[src/hdl/mau_pkg.sv]
// Shared constants, operation codes and status codes of the modular arithmetic unit.
package mau_pkg;

  localparam int RESIDUE_W        = 31;
  localparam int STATUS_W         = 2;
  localparam int FUNC_W           = 3;
  localparam int OPND_W           = 64;
  localparam int DEF_RESIDUE_BITS = 31;
  localparam int IN_TDATA_W       = 136;
  localparam int OUT_TDATA_W      = 40;

  localparam logic [RESIDUE_W-1:0] MOD_RESET = 31'd1000000007;

  localparam logic [FUNC_W-1:0] FN_ADD = 3'd0;
  localparam logic [FUNC_W-1:0] FN_SUB = 3'd1;
  localparam logic [FUNC_W-1:0] FN_MUL = 3'd2;
  localparam logic [FUNC_W-1:0] FN_DIV = 3'd3;
  localparam logic [FUNC_W-1:0] FN_POW = 3'd4;

  localparam logic [STATUS_W-1:0] ST_OK      = 2'd0;
  localparam logic [STATUS_W-1:0] ST_DIV_ZERO = 2'd1;
  localparam logic [STATUS_W-1:0] ST_NEG_EXP = 2'd2;

endpackage

[src/hdl/mau_step.sv]
// One bit step of the shared remainder unit: r' = (2r + add) mod d, with quotient bit.
module mau_step #(
  parameter int W = mau_pkg::DEF_RESIDUE_BITS
) (
  input  logic [W-1:0] r,
  input  logic [W-1:0] add,
  input  logic [W-1:0] d,
  output logic [W-1:0] r_out,
  output logic         q
);

  logic [W+1:0] t;
  logic [W+1:0] d1;
  logic [W+1:0] d2;
  logic [W+1:0] res;

  // With r and add below d the sum stays below three times d.
  assign t  = {1'b0, r, 1'b0} + {2'b00, add};
  assign d1 = {2'b00, d};
  assign d2 = {1'b0, d, 1'b0};

  always_comb begin
    if (t >= d2) begin
      res = t - d2;
    end else if (t >= d1) begin
      res = t - d1;
    end else begin
      res = t;
    end
  end

  assign r_out = res[W-1:0];
  assign q     = (t >= d1);

endmodule

[src/hdl/modular_arithmetic_unit.sv]
// Modular arithmetic unit: add, subtract, multiply, divide and power modulo a configured modulus.
//
// One item is worked on at a time through a single bit-serial remainder unit. Each operand
// is first reduced, a and then b; add, subtract and reduce then finish in the dispatch step.
// A modular multiply is a bit-serial pass over W = min(RESIDUE_BITS, 31) bits. Divide runs
// the extended Euclid loop, one remainder pass per quotient step, then one multiply. Power
// squares for all 63 exponent bits and multiplies for each set bit. The next item is taken
// once the result has moved to the output register; a waiting result does not block the
// following item's work.
module modular_arithmetic_unit #(
  parameter int RESIDUE_BITS = mau_pkg::DEF_RESIDUE_BITS
) (
  input  logic                             clk,
  input  logic                             rst_n,
  input  logic                             cfg_valid,
  output logic                             cfg_ready,
  input  logic [mau_pkg::RESIDUE_W-1:0]    cfg_data,    // modulus
  input  logic                             in_tvalid,
  output logic                             in_tready,
  input  logic [mau_pkg::IN_TDATA_W-1:0]   in_tdata,    // func[2:0], operand_a[66:3], operand_b[130:67]
  output logic                             out_tvalid,
  input  logic                             out_tready,
  output logic [mau_pkg::OUT_TDATA_W-1:0]  out_tdata    // residue[30:0], status[32:31]
);
  import mau_pkg::*;

  localparam int MW    = (RESIDUE_BITS < RESIDUE_W) ? RESIDUE_BITS : RESIDUE_W;
  localparam int EW    = MW + 2;
  localparam int CNT_W = $clog2(OPND_W + 1);

  typedef enum logic [6:0] {
    S_IDLE = 7'b0000001,
    S_RED  = 7'b0000010,
    S_DISP = 7'b0000100,
    S_MUL  = 7'b0001000,
    S_EDIV = 7'b0010000,
    S_EUPD = 7'b0100000,
    S_FIN  = 7'b1000000
  } state_t;

  state_t st_r, st_nxt;
  logic [MW-1:0]          m_r;
  logic [FUNC_W-1:0]      func_r, func_nxt;
  logic [OPND_W-1:0]      rb_r, rb_nxt;
  logic [MW-1:0]          a_r, a_nxt, b_r, b_nxt, x_r, x_nxt, r_r, r_nxt, q_r, q_nxt;
  logic [MW-1:0]          en_r, en_nxt, res_r, res_nxt;
  logic [OPND_W-1:0]      sh_r, sh_nxt;
  logic [CNT_W-1:0]       cnt_r, cnt_nxt;
  logic                   neg_r, neg_nxt, red_b_r, red_b_nxt, mulb_r, mulb_nxt;
  logic [5:0]             idx_r, idx_nxt;
  logic signed [EW-1:0]   eu_r, eu_nxt, ev_r, ev_nxt;
  logic [STATUS_W-1:0]    sts_r, sts_nxt;
  logic                   out_valid_r, out_valid_nxt;
  logic [OUT_TDATA_W-1:0] out_data_r, out_data_nxt;

  logic [MW-1:0]          step_add, step_d, step_r;
  logic                   step_q;
  logic [OPND_W-1:0]      in_a, in_b;
  logic [MW-1:0]          red_val, coef;
  logic [MW:0]            sum, dif;
  logic signed [EW-1:0]   prod, mext, cfix;
  logic                   load_out;

  assign in_a = in_tdata[FUNC_W +: OPND_W];
  assign in_b = in_tdata[FUNC_W+OPND_W +: OPND_W];

  assign step_add = (st_r == S_MUL) ? (sh_r[OPND_W-1] ? x_r : '0) : MW'(sh_r[OPND_W-1]);
  assign step_d   = (st_r == S_EDIV) ? en_r : m_r;

  mau_step #(.W(MW)) u_step (
    .r     (r_r),
    .add   (step_add),
    .d     (step_d),
    .r_out (step_r),
    .q     (step_q)
  );

  assign red_val = (neg_r && (step_r != '0)) ? (m_r - step_r) : step_r;
  assign sum     = {1'b0, a_r} + {1'b0, b_r};
  assign dif     = (a_r >= b_r) ? ({1'b0, a_r} - {1'b0, b_r})
                                : ({1'b0, a_r} + {1'b0, m_r} - {1'b0, b_r});
  assign prod    = $signed({2'b00, q_r}) * ev_r;
  assign mext    = $signed({2'b00, m_r});
  assign cfix    = (ev_r < 0) ? (ev_r + mext) : ((ev_r >= mext) ? (ev_r - mext) : ev_r);
  assign coef    = cfix[MW-1:0];

  always_comb begin
    st_nxt    = st_r;
    func_nxt  = func_r;
    rb_nxt    = rb_r;
    a_nxt     = a_r;
    b_nxt     = b_r;
    x_nxt     = x_r;
    r_nxt     = r_r;
    q_nxt     = q_r;
    en_nxt    = en_r;
    res_nxt   = res_r;
    sh_nxt    = sh_r;
    cnt_nxt   = cnt_r;
    neg_nxt   = neg_r;
    red_b_nxt = red_b_r;
    mulb_nxt  = mulb_r;
    idx_nxt   = idx_r;
    eu_nxt    = eu_r;
    ev_nxt    = ev_r;
    sts_nxt   = sts_r;
    load_out  = 1'b0;
    case (st_r)
      S_IDLE: begin
        if (in_tvalid) begin
          func_nxt  = in_tdata[FUNC_W-1:0];
          rb_nxt    = in_b;
          neg_nxt   = in_a[OPND_W-1];
          sh_nxt    = in_a[OPND_W-1] ? (~in_a + 1'b1) : in_a;
          r_nxt     = '0;
          cnt_nxt   = CNT_W'(OPND_W);
          red_b_nxt = 1'b0;
          st_nxt    = S_RED;
        end
      end
      S_RED: begin
        r_nxt   = step_r;
        sh_nxt  = sh_r << 1;
        cnt_nxt = cnt_r - 1'b1;
        if (cnt_r == CNT_W'(1)) begin
          if (!red_b_r) begin
            a_nxt     = red_val;
            neg_nxt   = rb_r[OPND_W-1];
            sh_nxt    = rb_r[OPND_W-1] ? (~rb_r + 1'b1) : rb_r;
            r_nxt     = '0;
            cnt_nxt   = CNT_W'(OPND_W);
            red_b_nxt = 1'b1;
          end else begin
            b_nxt  = red_val;
            st_nxt = S_DISP;
          end
        end
      end
      S_DISP: begin
        sts_nxt = ST_OK;
        res_nxt = '0;
        st_nxt  = S_FIN;
        if (m_r >= MW'(2)) begin
          case (func_r)
            FN_ADD: begin
              res_nxt = (sum >= {1'b0, m_r}) ? MW'(sum - {1'b0, m_r}) : sum[MW-1:0];
            end
            FN_SUB: begin
              res_nxt = dif[MW-1:0];
            end
            FN_MUL: begin
              x_nxt   = a_r;
              sh_nxt  = {b_r, (OPND_W-MW)'(0)};
              r_nxt   = '0;
              cnt_nxt = CNT_W'(MW);
              st_nxt  = S_MUL;
            end
            FN_DIV: begin
              if (b_r == '0) begin
                sts_nxt = ST_DIV_ZERO;
              end else begin
                en_nxt  = m_r;
                eu_nxt  = EW'(1);
                ev_nxt  = '0;
                sh_nxt  = {b_r, (OPND_W-MW)'(0)};
                r_nxt   = '0;
                q_nxt   = '0;
                cnt_nxt = CNT_W'(MW);
                st_nxt  = S_EDIV;
              end
            end
            FN_POW: begin
              if (rb_r[OPND_W-1]) begin
                sts_nxt = ST_NEG_EXP;
              end else if (rb_r == '0) begin
                res_nxt = MW'(1);
              end else if (a_r != '0) begin
                // Square and multiply from exponent bit 62 down, starting from one.
                idx_nxt  = 6'd62;
                mulb_nxt = 1'b0;
                x_nxt    = MW'(1);
                sh_nxt   = {MW'(1), (OPND_W-MW)'(0)};
                r_nxt    = '0;
                cnt_nxt  = CNT_W'(MW);
                st_nxt   = S_MUL;
              end
            end
            default: begin
              res_nxt = a_r;
            end
          endcase
        end
      end
      S_MUL: begin
        r_nxt   = step_r;
        sh_nxt  = sh_r << 1;
        cnt_nxt = cnt_r - 1'b1;
        if (cnt_r == CNT_W'(1)) begin
          if (func_r != FN_POW) begin
            res_nxt = step_r;
            st_nxt  = S_FIN;
          end else if (!mulb_r && rb_r[idx_r]) begin
            x_nxt    = a_r;
            sh_nxt   = {step_r, (OPND_W-MW)'(0)};
            r_nxt    = '0;
            cnt_nxt  = CNT_W'(MW);
            mulb_nxt = 1'b1;
          end else if (idx_r == '0) begin
            res_nxt = step_r;
            st_nxt  = S_FIN;
          end else begin
            idx_nxt  = idx_r - 1'b1;
            x_nxt    = step_r;
            sh_nxt   = {step_r, (OPND_W-MW)'(0)};
            r_nxt    = '0;
            cnt_nxt  = CNT_W'(MW);
            mulb_nxt = 1'b0;
          end
        end
      end
      S_EDIV: begin
        r_nxt   = step_r;
        sh_nxt  = sh_r << 1;
        q_nxt   = {q_r[MW-2:0], step_q};
        cnt_nxt = cnt_r - 1'b1;
        if (cnt_r == CNT_W'(1)) begin
          st_nxt = S_EUPD;
        end
      end
      S_EUPD: begin
        // The coefficients stay within the modulus, so the truncated product is exact.
        eu_nxt = ev_r;
        ev_nxt = eu_r - prod;
        en_nxt = r_r;
        r_nxt  = '0;
        if (r_r == '0) begin
          x_nxt   = a_r;
          sh_nxt  = {coef, (OPND_W-MW)'(0)};
          cnt_nxt = CNT_W'(MW);
          st_nxt  = S_MUL;
        end else begin
          sh_nxt  = {en_r, (OPND_W-MW)'(0)};
          q_nxt   = '0;
          cnt_nxt = CNT_W'(MW);
          st_nxt  = S_EDIV;
        end
      end
      S_FIN: begin
        if (!out_valid_r || out_tready) begin
          load_out = 1'b1;
          st_nxt   = S_IDLE;
        end
      end
      default: begin
        st_nxt = S_IDLE;
      end
    endcase
  end

  assign out_valid_nxt = load_out | (out_valid_r & ~out_tready);
  assign out_data_nxt  = load_out ? OUT_TDATA_W'({sts_r, RESIDUE_W'(res_r)}) : out_data_r;

  always_ff @(posedge clk) begin
    if (!rst_n) begin
      st_r        <= S_IDLE;
      out_valid_r <= 1'b0;
      m_r         <= MOD_RESET[MW-1:0];
    end else begin
      st_r        <= st_nxt;
      out_valid_r <= out_valid_nxt;
      if (cfg_valid) begin
        m_r <= cfg_data[MW-1:0];
      end
    end
  end

  always_ff @(posedge clk) begin
    func_r     <= func_nxt;
    rb_r       <= rb_nxt;
    a_r        <= a_nxt;
    b_r        <= b_nxt;
    x_r        <= x_nxt;
    r_r        <= r_nxt;
    q_r        <= q_nxt;
    en_r       <= en_nxt;
    res_r      <= res_nxt;
    sh_r       <= sh_nxt;
    cnt_r      <= cnt_nxt;
    neg_r      <= neg_nxt;
    red_b_r    <= red_b_nxt;
    mulb_r     <= mulb_nxt;
    idx_r      <= idx_nxt;
    eu_r       <= eu_nxt;
    ev_r       <= ev_nxt;
    sts_r      <= sts_nxt;
    out_data_r <= out_data_nxt;
  end

  assign cfg_ready  = 1'b1;
  assign in_tready  = (st_r == S_IDLE);
  assign out_tvalid = out_valid_r;
  assign out_tdata  = out_data_r;

endmodule

[config.mk]
export PLATFORM = sky130hd
export DESIGN_NAME = modular_arithmetic_unit
export DESIGN_NICKNAME = d
export VERILOG_FILES = /design/src/hdl/mau_pkg.sv /design/src/hdl/mau_step.sv /design/src/hdl/modular_arithmetic_unit.sv
export SDC_FILE = /design/constraint.sdc
export NUM_CORES = 2
export LEC_CHECK = 0
export ABC_AREA = 1
export BUFFER_PORTS_ARGS = -buffer_cell sky130_fd_sc_hd__buf_2
export CAP_MARGIN = 10
export CORE_UTILIZATION = 40
export CTS_CLUSTER_DIAMETER = 80
export DETAILED_ROUTE_END_ITERATION = 10
export HOLD_SLACK_MARGIN = 0.12
export PLACE_DENSITY = 0.65
export SKIP_CTS_REPAIR_TIMING = 1
export SLEW_MARGIN = 10
export SYNTH_ARGS = -nofsm -noshare
export SYNTH_HDL_FRONTEND = slang
export SYNTH_SLANG_ARGS = --single-unit
[constraint.sdc]
create_clock -name clk -period 30.9 [get_ports clk]
set_input_delay 1.545 -clock clk [delete_from_list [all_inputs] [get_ports clk]]
set_output_delay 1.545 -clock clk [all_outputs]
set_load 0.02 [all_outputs]
==> impl_metrics.json <==
{
  "finalMaxSlewViolations": 0,
  "critical_path_class": "reg -> reg",
  "synth_seq_area_share": 0.2353,
  "layout_common_cells": "1746 x nand2_1, 1586 x inv_1, 605 x nor2_1",
  "die_w_um": 397.8,
  "vias": 59650,
  "skew_ns": 0.04108,
  "top_layer_used": "met5",
  "core_um2": 154800,
  "setup_violations": 0,
  "layout_setup_ws_ns": 20.13,
  "synth-seq-cells": 504,
  "async_flop_share": 0,
  "maxCapViolations": 0,
  "first_iter_violations": 7731,
  "fill_cells": 15580,
  "cpPeakStageDelay_ns": 0.67,
  "wl_met1_mm": 107.4,
  "track_usage": 0.3226,
  "wl_met2_mm": 109.3,
  "synth_top_flop_cell": "edfxtp_1",
  "leakage_nw": 33.52,
  "synth_top_cell_by_area": "edfxtp_1",
  "yosys_warnings": 0,
  "layout_min_cycle_time_ns": 10.77,
  "die_area_um2": 158200,
  "final_common_cell": "nand2_1",
  "yosys-top-cells-area": "edfxtp_1 22%, fa_1 16%, nand2_1 10%",
  "clk_pin_slew_worst_paths_ns": 0.06,
  "synth_area_per_cell_um2": 7.536,
  "syn2layout_area_growth_pct": 8.879,
  "grt_pass1_wl_mm": 375.1,
  "wl_per_cell_um": 24.71,
  "place_area_um2": 65830,
  "cp_data_arrival_time_ns": 11.18,
  "clock.fmax_mhz": 92.83,
  "antenna_left": 0,
  "register_area_um2": 14740,
  "worst_slew_pin_slew_ns": 1.203,
  "synth_top_area_share": 0.2229,
  "met3_length_mm": 30.36,
  "path_common_cell": "nand2_1",
  "port_buffers": 201,
  "cp-end-kind": "flip-flop",
  "grt_antenna_before_repair": 42,
  "drt_wl_total_mm": 259.4,
  "outcome": "finished clean",
  "synth-edff-count": 465,
  "grt_max_degree": 83,
  "cts_root_buf": "clkbuf_16",
  "numCtsBuffers": 71,
  "grt_pass1_vias": 56460,
  "power_density_nw_per_um2": 65.82,
  "cts_buffer_depth": 3,
  "slowest_stage": "ha_1",
  "irDropWorstVdd_mv": 0.07096,
  "required_ns": 31.31,
  "design_area_um2": 68220,
  "netlist_area_um2": 62650,
  "multi_input_area_um2": 40620,
  "post-route-period-util": 0.3486,
  "hold_class": "reg -> reg",
  "ios": 215,
  "clkSinkCount": 504,
  "synthCells": 8314,
  "place.gp.congestion": 1.092,
  "cp-start-kind": "flip-flop",
  "drc": 0,
  "start_util": 0.4048,
  "yosys.cell_types.count": 70,
  "timing.final.hold_violations": 0,
  "tns_ns": 0,
  "overflow": 0,
  "rows": 144,
  "dr.pass1.iters": 6,
  "via_per_inst": 5.683,
  "max_slew_margin": 0.1978,
  "rsz0062_at_grt": "false",
  "cts-htree-levels": 3,
  "tritoncts": "yes",
  "clkLatencyLatePin_ns": 0.71,
  "crit_fanout": 58,
  "dp_hpwl_mm": 202.2,
  "dp_slack_ns": 20.58,
  "fin_nets": 9520,
  "layout-drive-gt1-share": 0.06407,
  "fp.dieH_um": 397.8,
  "hold-worst-slack_ns": 0.4137
}
==> cells by family after synthesis <==
logic type,share of synthesized area
AO/OA/AOI/OAI,0.1399
buffers and inverters,0.1188
XOR/XNOR,0.04921
flip-flops,0.2353
AND/OR/NAND/NOR,0.2000
other,0.0001199
multiplexers,0.0001598
adder cells (fa/ha/maj),0.2565
==> synthesized netlist by cell type (12+ instances only) <==
| library cell | count |
|---|---|
| a31oi_1 | 39 |
| o22ai_1 | 27 |
| ha_1 | 470 |
| o21ai_0 | 468 |
| nand3_1 | 289 |
| a21boi_0 | 23 |
| or2_2 | 19 |
| nand4_1 | 111 |
| o21bai_1 | 22 |
| dfxtp_1 | 39 |
| o2111ai_1 | 30 |
| o221ai_1 | 60 |
| nor3_1 | 102 |
| nor4_1 | 58 |
| nand2_2 | 14 |
| o21a_1 | 27 |
| buf_2 | 12 |
| nand2_1 | 1749 |
| buf_1 | 24 |
| a211oi_1 | 16 |
| a221oi_1 | 18 |
| buf_4 | 12 |
| inv_1 | 1587 |
| a21oi_1 | 598 |
| xor2_1 | 229 |
| nand3b_1 | 16 |
| a21o_1 | 23 |
| edfxtp_1 | 465 |
| o211ai_1 | 82 |
| o31ai_1 | 15 |
| xnor2_1 | 123 |
| inv_2 | 12 |
| nor2_1 | 615 |
| clkbuf_1 | 284 |
| fa_1 | 509 |
| o21ai_1 | 34 |
==> report_power, final <==
group          leakage (nW)  switching [mW]  internal [mW]
sequential             4.87           0.122          0.983
clock                  1.11           0.374          0.463
combinational          27.5            1.90          0.643
total                  33.5            2.40           2.09
==> metrics by stage <==
step	std cells	util	power, mW
after CTS	10470	0.4403	4.373
after detailed placement	10340	0.4253	3.531
after floorplan	8320	-	2.538
after global placement	10340	0.4253	3.517
final	10500	0.4408	4.490
after global routing	10480	0.4404	4.643
==> sequential cells by signal, indices dropped and copies added (netlist names), 33 cells and up <==
signal / count
ev_r: 33
rb_r: 64
eu_r: 33
sh_r: 64
out_tdata: 33
==> metal layers <==
layer  track usage  up-vias
met1        0.4473    28730
met3       0.07577      582
met4        0.1387       50
li1              -    26990
met5             0        -
met2        0.4773     3300
==> worst paths after layout <==
path,start,endpoint,slack (ns),cells past startpoint
setup / recovery,st_r[6],b_r[21],20.13,43
hold reg to reg,res_r[23],out_tdata[23],0.41,0
hold / removal,res_r[23],out_tdata[23],0.41,0
setup reg to reg,st_r[6],b_r[21],20.13,43
==> area by class of cell <==
cell class,count,share of cell area
flip-flops and latches,504,0.2161
inverters,1605,0.08831
repair buffers,319,0.02773
clock inverters,47,0.006383
clock buffers,85,0.02759
multi-input cells,5868,0.5955
diodes,24,0.0008804
well taps,2044,0.03749
==> worst max-delay path, delay by kind of cell (launching register included) <==
family,cells,cell delay [ns]
fa+ha+maj,3,1.53
compound gates,8,1.64
flops,1,0.33
simple gates,24,4.43
buf+inv,7,1.98
xor+xnor,1,0.50
No activity file was read; power rests on OpenSTA's default activity.
